[src/rtl/core/ngagc_pkg.sv]
// Shared types, constants and the tanh table for the mic noise gate / AGC block.
// No dependencies.
`default_nettype none
package ngagc_pkg;

  localparam int FRAME_DEPTH = 256;
  localparam int POS_W  = $clog2(FRAME_DEPTH);
  localparam int LEN_W  = POS_W + 1;
  localparam int ADDR_W = POS_W + 1;
  localparam int SUM_W  = 48;
  localparam int DEN_W  = 16;

  localparam logic [POS_W-1:0] POS_LAST = POS_W'(FRAME_DEPTH - 1);

  localparam logic [14:0] GATE_OPEN_THR   = 15'd721;
  localparam logic [14:0] GATE_CLOSE_THR  = 15'd459;
  localparam logic [15:0] GATE_HALF       = 16'd32768;
  localparam logic [15:0] GATE_ALPHA_UP   = 16'd36045;
  localparam logic [15:0] GATE_ALPHA_DOWN = 16'd7864;
  localparam logic [15:0] GATE_MUTE       = 16'd3277;
  localparam logic [15:0] GATE_AGC_MIN    = 16'd16384;
  localparam logic [14:0] AGC_ONE         = 15'd16384;
  localparam logic [14:0] AGC_MIN         = 15'd9830;
  localparam logic [14:0] AGC_MAX         = 15'd26214;
  localparam logic [15:0] AGC_RATE_MUTE   = 16'd5243;
  localparam logic [15:0] AGC_RATE_TRACK  = 16'd3277;
  localparam logic [15:0] AGC_RATE_IDLE   = 16'd3932;
  localparam logic [14:0] FB_MAX          = 15'd24576;
  localparam logic [14:0] CLIP_KNEE       = 15'd24576;
  localparam logic [14:0] AGC_TARGET_RST  = 15'd3277;
  localparam logic [14:0] FB_RST          = 15'd16384;

  typedef enum logic {
    CFG_AGC_TARGET    = 1'b0,
    CFG_FEEDBACK_GAIN = 1'b1
  } cfg_idx_t;

  typedef struct packed {
    logic signed [15:0] sample_in;
    logic               frame_end;
  } in_item_t;

  typedef struct packed {
    logic signed [15:0] sample_out;
    logic [14:0]        frame_rms;
    logic [15:0]        gate_level;
    logic [14:0]        agc_gain_out;
    logic               out_last;
  } out_item_t;

  // state held by the frame-end unit
  typedef struct packed {
    logic [14:0] rms;
    logic [15:0] gate;
    logic [14:0] gain;
    logic [17:0] applied;
  } calc_stat_t;

  function automatic logic [14:0] tanh_tab(input logic [5:0] idx);
    logic [14:0] v;
    case (idx)
      6'd0:  v = 15'd0;     6'd1:  v = 15'd4075;  6'd2:  v = 15'd8025;
      6'd3:  v = 15'd11743; 6'd4:  v = 15'd15143; 6'd5:  v = 15'd18173;
      6'd6:  v = 15'd20813; 6'd7:  v = 15'd23066; 6'd8:  v = 15'd24956;
      6'd9:  v = 15'd26519; 6'd10: v = 15'd27797; 6'd11: v = 15'd28830;
      6'd12: v = 15'd29660; 6'd13: v = 15'd30322; 6'd14: v = 15'd30847;
      6'd15: v = 15'd31262; 6'd16: v = 15'd31589; 6'd17: v = 15'd31846;
      6'd18: v = 15'd32048; 6'd19: v = 15'd32206; 6'd20: v = 15'd32329;
      6'd21: v = 15'd32426; 6'd22: v = 15'd32501; 6'd23: v = 15'd32560;
      6'd24: v = 15'd32606; 6'd25: v = 15'd32642; 6'd26: v = 15'd32670;
      6'd27: v = 15'd32691; 6'd28: v = 15'd32708; 6'd29: v = 15'd32722;
      6'd30: v = 15'd32732; 6'd31: v = 15'd32740;
      default: v = 15'd32746;
    endcase
    return v;
  endfunction

endpackage
`default_nettype wire

[src/rtl/core/ngagc_calc.sv]
// Frame-end unit: RMS (serial divide + square root), hysteresis gate, AGC update
// and applied-gain product. Depends on ngagc_pkg.
`default_nettype none
module ngagc_calc
  import ngagc_pkg::*;
(
  input  wire logic             clk,
  input  wire logic             rst_n,
  input  wire logic             start,
  input  wire logic [SUM_W-1:0] sum,
  input  wire logic [LEN_W-1:0] len,
  input  wire logic [14:0]      agc_target,
  input  wire logic [14:0]      fb_gain,
  output logic                  busy,
  output logic                  done,
  output calc_stat_t            stat
);

  typedef enum logic [3:0] {
    F_IDLE, F_DIV, F_SQRT, F_GATE1, F_GATE2, F_AGC1, F_AGC2,
    F_APP1, F_APP2, F_APP3
  } fstate_t;

  fstate_t            st_r;
  logic [SUM_W-1:0]   num_r;
  logic [DEN_W-1:0]   den_r, rem_r;
  logic [5:0]         cnt_r;
  logic               div_sqrt_r;   // 1: quotient feeds the square root
  logic [SUM_W-1:0]   sq_v_r, sq_res_r, sq_bit_r;
  logic [14:0]        rms_r, gain_r, agc_tgt_r;
  logic [15:0]        gate_r, rate_r;
  logic [17:0]        app_r;
  logic               up_r, mute_r, done_r;
  logic [32:0]        prod_r;
  logic [29:0]        p1_r;
  logic [45:0]        p2_r;

  logic [DEN_W:0]     rem_sh;
  logic               q_bit;
  logic [SUM_W-1:0]   sq_try;
  logic [16:0]        step;
  logic [17:0]        gate_nx;
  logic [14:0]        thr;
  logic [15:0]        gain_nx;

  always_comb begin
    rem_sh  = {rem_r, num_r[SUM_W-1]};
    q_bit   = rem_sh >= {1'b0, den_r};
    sq_try  = sq_res_r + sq_bit_r;
    step    = 17'((prod_r + 33'd32768) >> 16);
    gate_nx = up_r ? ({2'b0, gate_r} + {1'b0, step}) : ({2'b0, gate_r} - {1'b0, step});
    thr     = (gate_r > GATE_HALF) ? GATE_CLOSE_THR : GATE_OPEN_THR;
    gain_nx = up_r ? ({1'b0, gain_r} + step[15:0]) : ({1'b0, gain_r} - step[15:0]);
  end

  always_ff @(posedge clk) begin
    if (!rst_n) begin
      st_r   <= F_IDLE;
      rms_r  <= '0;
      gate_r <= '0;
      gain_r <= AGC_ONE;
      app_r  <= '0;
      done_r <= 1'b0;
    end else begin
      done_r <= 1'b0;
      case (st_r)
        F_IDLE: begin
          if (start) begin
            num_r      <= sum;
            den_r      <= DEN_W'(len);
            rem_r      <= '0;
            cnt_r      <= 6'(SUM_W);
            div_sqrt_r <= 1'b1;
            st_r       <= F_DIV;
          end
        end
        F_DIV: begin
          rem_r <= q_bit ? DEN_W'(rem_sh - {1'b0, den_r}) : rem_sh[DEN_W-1:0];
          num_r <= {num_r[SUM_W-2:0], q_bit};
          cnt_r <= cnt_r - 6'd1;
          if (cnt_r == 6'd1) begin
            if (div_sqrt_r) begin
              sq_v_r   <= {num_r[SUM_W-2:0], q_bit};
              sq_res_r <= '0;
              sq_bit_r <= SUM_W'(1) << (SUM_W - 2);
              st_r     <= F_SQRT;
            end else begin
              // desired gain, clamped
              if ({num_r[SUM_W-2:0], q_bit} < SUM_W'(AGC_MIN)) begin
                agc_tgt_r <= AGC_MIN;
              end else if ({num_r[SUM_W-2:0], q_bit} > SUM_W'(AGC_MAX)) begin
                agc_tgt_r <= AGC_MAX;
              end else begin
                agc_tgt_r <= num_r[13:0] == 14'd0 && 1'b0 ? AGC_MIN
                           : {num_r[13:0], q_bit};
              end
              rate_r <= AGC_RATE_TRACK;
              st_r   <= F_AGC1;
            end
          end
        end
        F_SQRT: begin
          if (sq_v_r >= sq_try) begin
            sq_v_r   <= sq_v_r - sq_try;
            sq_res_r <= (sq_res_r >> 1) + sq_bit_r;
          end else begin
            sq_res_r <= sq_res_r >> 1;
          end
          sq_bit_r <= sq_bit_r >> 2;
          if (sq_bit_r == SUM_W'(1)) begin
            st_r <= F_GATE1;
          end
        end
        F_GATE1: begin
          rms_r <= (sq_res_r > SUM_W'(32767)) ? 15'd32767 : sq_res_r[14:0];
          st_r  <= F_GATE2;
          if (((sq_res_r > SUM_W'(32767)) ? 15'd32767 : sq_res_r[14:0]) > thr) begin
            up_r   <= 1'b1;
            prod_r <= 33'(GATE_ALPHA_UP * (17'h10000 - {1'b0, gate_r}));
          end else begin
            up_r   <= 1'b0;
            prod_r <= 33'(GATE_ALPHA_DOWN * {1'b0, gate_r});
          end
        end
        F_GATE2: begin
          mute_r    <= 1'b0;
          agc_tgt_r <= AGC_ONE;
          rate_r    <= AGC_RATE_IDLE;
          st_r      <= F_AGC1;
          if (gate_nx < {2'b0, GATE_MUTE}) begin
            gate_r <= '0;
            app_r  <= '0;
            mute_r <= 1'b1;
            rate_r <= AGC_RATE_MUTE;
          end else begin
            gate_r <= (gate_nx > 18'd65535) ? 16'hFFFF : gate_nx[15:0];
            if (gate_nx > {2'b0, GATE_AGC_MIN} && rms_r > GATE_CLOSE_THR) begin
              num_r      <= SUM_W'({agc_target, 14'd0});
              den_r      <= DEN_W'(rms_r);
              rem_r      <= '0;
              cnt_r      <= 6'(SUM_W);
              div_sqrt_r <= 1'b0;
              st_r       <= F_DIV;
            end
          end
        end
        F_AGC1: begin
          up_r <= agc_tgt_r >= gain_r;
          if (agc_tgt_r >= gain_r) begin
            prod_r <= 33'(rate_r * (agc_tgt_r - gain_r));
          end else begin
            prod_r <= 33'(rate_r * (gain_r - agc_tgt_r));
          end
          st_r <= F_AGC2;
        end
        F_AGC2: begin
          if (gain_nx < {1'b0, AGC_MIN}) begin
            gain_r <= AGC_MIN;
          end else if (gain_nx > {1'b0, AGC_MAX}) begin
            gain_r <= AGC_MAX;
          end else begin
            gain_r <= gain_nx[14:0];
          end
          if (mute_r) begin
            done_r <= 1'b1;
            st_r   <= F_IDLE;
          end else begin
            st_r <= F_APP1;
          end
        end
        F_APP1: begin
          p1_r <= gain_r * fb_gain;
          st_r <= F_APP2;
        end
        F_APP2: begin
          p2_r <= p1_r * gate_r;
          st_r <= F_APP3;
        end
        F_APP3: begin
          app_r  <= 18'((p2_r + 46'(1 << 27)) >> 28);
          done_r <= 1'b1;
          st_r   <= F_IDLE;
        end
        default: st_r <= F_IDLE;
      endcase
    end
  end

  assign busy = (st_r != F_IDLE) || start;
  assign done = done_r;
  assign stat = '{rms: rms_r, gate: gate_r, gain: gain_r, applied: app_r};

`ifndef SYNTHESIS
  a_gain_range: assert property (@(posedge clk) disable iff (!rst_n)
    gain_r >= AGC_MIN && gain_r <= AGC_MAX) else $error("agc gain out of range");
  a_mute_zero: assert property (@(posedge clk) disable iff (!rst_n)
    (gate_r == 16'd0) |-> (app_r == 18'd0 || st_r != F_IDLE))
    else $error("closed gate with non-zero applied gain");
  a_done_idle: assert property (@(posedge clk) disable iff (!rst_n)
    done_r |-> st_r == F_IDLE) else $error("done while busy");
`endif

endmodule
`default_nettype wire
[config.mk]
export PLATFORM = sky130hd
export DESIGN_NAME = ngagc_calc
export DESIGN_NICKNAME = d
export VERILOG_FILES = /design/src/rtl/core/ngagc_pkg.sv /design/src/rtl/core/ngagc_calc.sv
export SDC_FILE = /design/constraint.sdc
export NUM_CORES = 2
export LEC_CHECK = 0
export ABC_CLOCK_PERIOD_IN_PS = 13900
export BUFFER_PORTS_ARGS = -buffer_cell sky130_fd_sc_hd__buf_2
export CORE_MARGIN = 2
export CORE_UTILIZATION = 55
export CTS_BUF_LIST = sky130_fd_sc_hd__clkbuf_8
export CTS_CLUSTER_DIAMETER = 200
export DETAILED_ROUTE_END_ITERATION = 8
export HOLD_SLACK_MARGIN = 0.06
export MAX_ROUTING_LAYER = met4
export PLACE_DENSITY = 0.76
export SYNTH_ARGS = -nofsm -noshare
export SYNTH_HDL_FRONTEND = slang
export SYNTH_SLANG_ARGS = --single-unit
export TNS_END_PERCENT = 1
[constraint.sdc]
create_clock -name clk -period 13.9 [get_ports clk]
set_clock_uncertainty 0.1 [all_clocks]
set_input_delay 2.78 -clock clk [delete_from_list [all_inputs] [get_ports clk]]
set_output_delay 2.78 -clock clk [all_outputs]
set_load 0.02 [all_outputs]
==> impl_metrics.csv <==
group,metric,value,unit
finish,syn_to_final_growth,5.89,%
clocking,insertion_delay,760,ps
route,wire_per_inst,20.0,um
finish,final_area,71200,sq um
die,core_area,122000,sq um
power,cellPowerDensity,171,nW/um^2
finish,fill_cells,10400,
yosys,synth_top_area_cell,"fa_1",
timing,rsz0062_at_grt,"no",
power,total_power,12.2,mW
route,post-route-drc-count,0,
power,ir_drop,494,uV
finish,finalNonFillerCells,8978,
route,via_per_inst,5.79,
timing,min_period,10450,ps
grt,antenna_found_initial,2,
timing,worst_slack,3450,ps
clocking,cts_tree,"built",
clocking,cts_htree_levels,3,
critical_path,path_buf_inv,4,
job,max_cap_violations,0,
grt,grt_pass1_wl,292000,um
power,seqPwrFrac,16.1,%
timing,drv_slew,0,
power,clkPwrFrac,9.4,%
yosys,synth_warnings,0,
critical_path,cp-end-kind,"flip-flop",
timing,tightest_slew,1280,ps
timing,post-route-period-util,75.2,%
min_path,hold_path.class,"flip-flop to flip-flop",
placed_design,pre_cts_ws,3610,ps
yosys,synth_cell_types,101,
grt,grt_pass1_vias,54400,
clocking,cts.sinks,365,
clocking,clk_path_buf_depth,3,
route,totalWireLength,179000,um
die,fp-row-count,128,
timing,hold_viol_final,0,
yosys,synth_common_cells,"inv_1 (1338), fa_1 (1002), ha_1 (892), nand2_1 (874), and2_1 (372)",
die,start_util,55.3,%
critical_path,worstSetupPathType,"flip-flop to flip-flop",
route,detail-route-antenna-nets,0,
clocking,cts_root_buf,"clkbuf_8",
power,p_int,5.93,mW
die,die_area,125000,sq um
yosys,syn_avg_cell_area,9.28,sq um
critical_path,required,14250,ps
timing,relSlewSlack,12.8,%
yosys,yosysTopAreaCellShare,29.8,%
power,power.switching,6.27,mW
placed_design,placed_cells,8850,
timing,tns,0,ps
grt,globalRouteOverflowTotal,0,
critical_path,cp_slowest_cell,"a2111oi_0",
status,outcome,"completed",
timing,setup_viol,0,
grt,grt_use_total,30.2,%
route,dr.pass1.iters,6,
clocking,post_cts_buffers,0,
yosys,synth_nets,9231,
yosys,synth-seq-cells,365,
yosys,synth_area,67200,sq um
finish,nets,9280,
finish,fin_util,58.6,%
yosys,synth_ff_type,"edfxtp_1",
power,comb_power_share,74.5,%
clocking,cts_hold_buf,0,
die,die_width,354,um
critical_path,cp-start-kind,"flip-flop",
placed_design,dpl_cell_area,69700,sq um
clocking,cts_resized,0,
clocking,numCtsBuffers,68,
clocking,clk_transition_reported_paths,60,ps
power,p_sw_share,51.4,%
critical_path,arrival,10800,ps
yosys,yosysMostFrequentCell,"inv_1",
yosys,synth_edf_count,296,
yosys,seq_area_frac_synth,15.3,%
yosys,ys_top_cells_by_area,"fa_1 (30%), ha_1 (17%), edfxtp_1 (13%), inv_1 (7.5%), nand2_1 (4.9%)",
critical_path,cp_top_family,"adder cells",
timing,whs,358,ps
placed_design,gp_congestion,0.969,
critical_path,cp_max_fo,21,
critical_path,cp_slowest_stage_delay,940,ps
placed_design,numPortBuffers,155,
timing,fmax,95.7,MHz
grt,grt_max_degree,91,
route,drt_iter0_drc,4375,
die,die_y,354,um
placed_design,hpwl,140000,um
die,io_pins,156,
power,p_leak,34.3,nW
route,vias,52000,
yosys,async_flop_share,0,%
finish,drive_above_1_share,5.89,%
yosys,synth_cells,7247,
[power by group through the flow]
stage                     registers [mW]  logic, mW  clock network (mW)
final                               1.97       9.09                1.15
after global routing                1.99       10.3                1.21
after CTS                           1.95       9.10                1.17
after detailed placement            1.97       9.02                   0
after global placement              1.97       8.78                   0
after floorplan                     1.87       6.71                   0
[kinds of logic after synthesis]
kind of cell               share of synthesized area, %
muxes                                             0.309
buffers and inverters                              8.92
DFF                                                15.3
and+or+nand+nor                                    14.3
adders and majority gates                          46.4
xor gates and xnor gates                           4.56
AOI/OAI and AO/OA                                  10.3
[final timing paths]
path | start | to | slack, ps | cells past startpoint
max | gain_r[1] | prod_r[32] | 3450 | 33
min | app_r[3] | app_r[3] | 360 | 1
max reg2reg | gain_r[1] | prod_r[32] | 3450 | 33
min reg2reg | app_r[3] | app_r[3] | 360 | 1
[sequential cells by signal, indices dropped and copies added (netlist names), 4 cells and up]
name and count:
agc_tgt_r 15, app_r 18, cnt_r 6, den_r 15, gain_r 15, gate_r 16
num_r 48, p1_r 30, p2_r 19, prod_r 18, rate_r 6, rem_r 16
rms_r 15, sq_bit_r 24, sq_res_r 48, sq_v_r 48, st_r 4
[worst reg2reg max path, delay by kind of cell (launching register included)]
family	cells	cell delay, ps
fa+ha+maj	8	3990
compound gates	14	3260
flops	1	750
buf+inv	4	430
xor+xnor	1	540
simple gates	5	900
mux	1	240
[cells in the final DEF (no fill, tap or decap), drive strengths merged, types with 44 or more instances in the layout]
master,Yosys,routed
inv,1338,1359
fa,1002,1002
ha,892,892
nand2,874,874
and2,374,374
edfxtp,296,296
nor2,289,289
a21oi,248,248
buf,24,230
o21ai,219,219
xnor2,202,202
xor2,146,146
a21o,84,84
clkbuf,227,76
nor3,73,73
a31oi,70,70
dfxtp,69,69
a211oi,64,64
nand3,63,63
nand4,60,60
nor2b,47,47
o21bai,44,44
o21a,44,44
[final cells by class]
class                      instances  area, sq um  share of cell area [%]
multi-input combinational       5292        51100                    71.7
sequential                       365        10300                    14.4
inverter                        1339         5030                    7.06
tap                             1625         2030                    2.86
timing repair buffer             230         1340                    1.89
clock buffer                      76         1050                    1.47
clock inverter                    49          404                   0.568
antenna                            2         5.00                 0.00703
[per-layer routing]
metal | up-vias | GRT usage, % | wire [um]
met5 | - | - | 0
met4 | 0 | 11.3 | 7870
met3 | 443 | 4.92 | 14800
met2 | 2241 | 48.3 | 84500
met1 | 25600 | 38.7 | 72100
li1 | 23700 | - | -
Power figures use the tool's default switching activity.
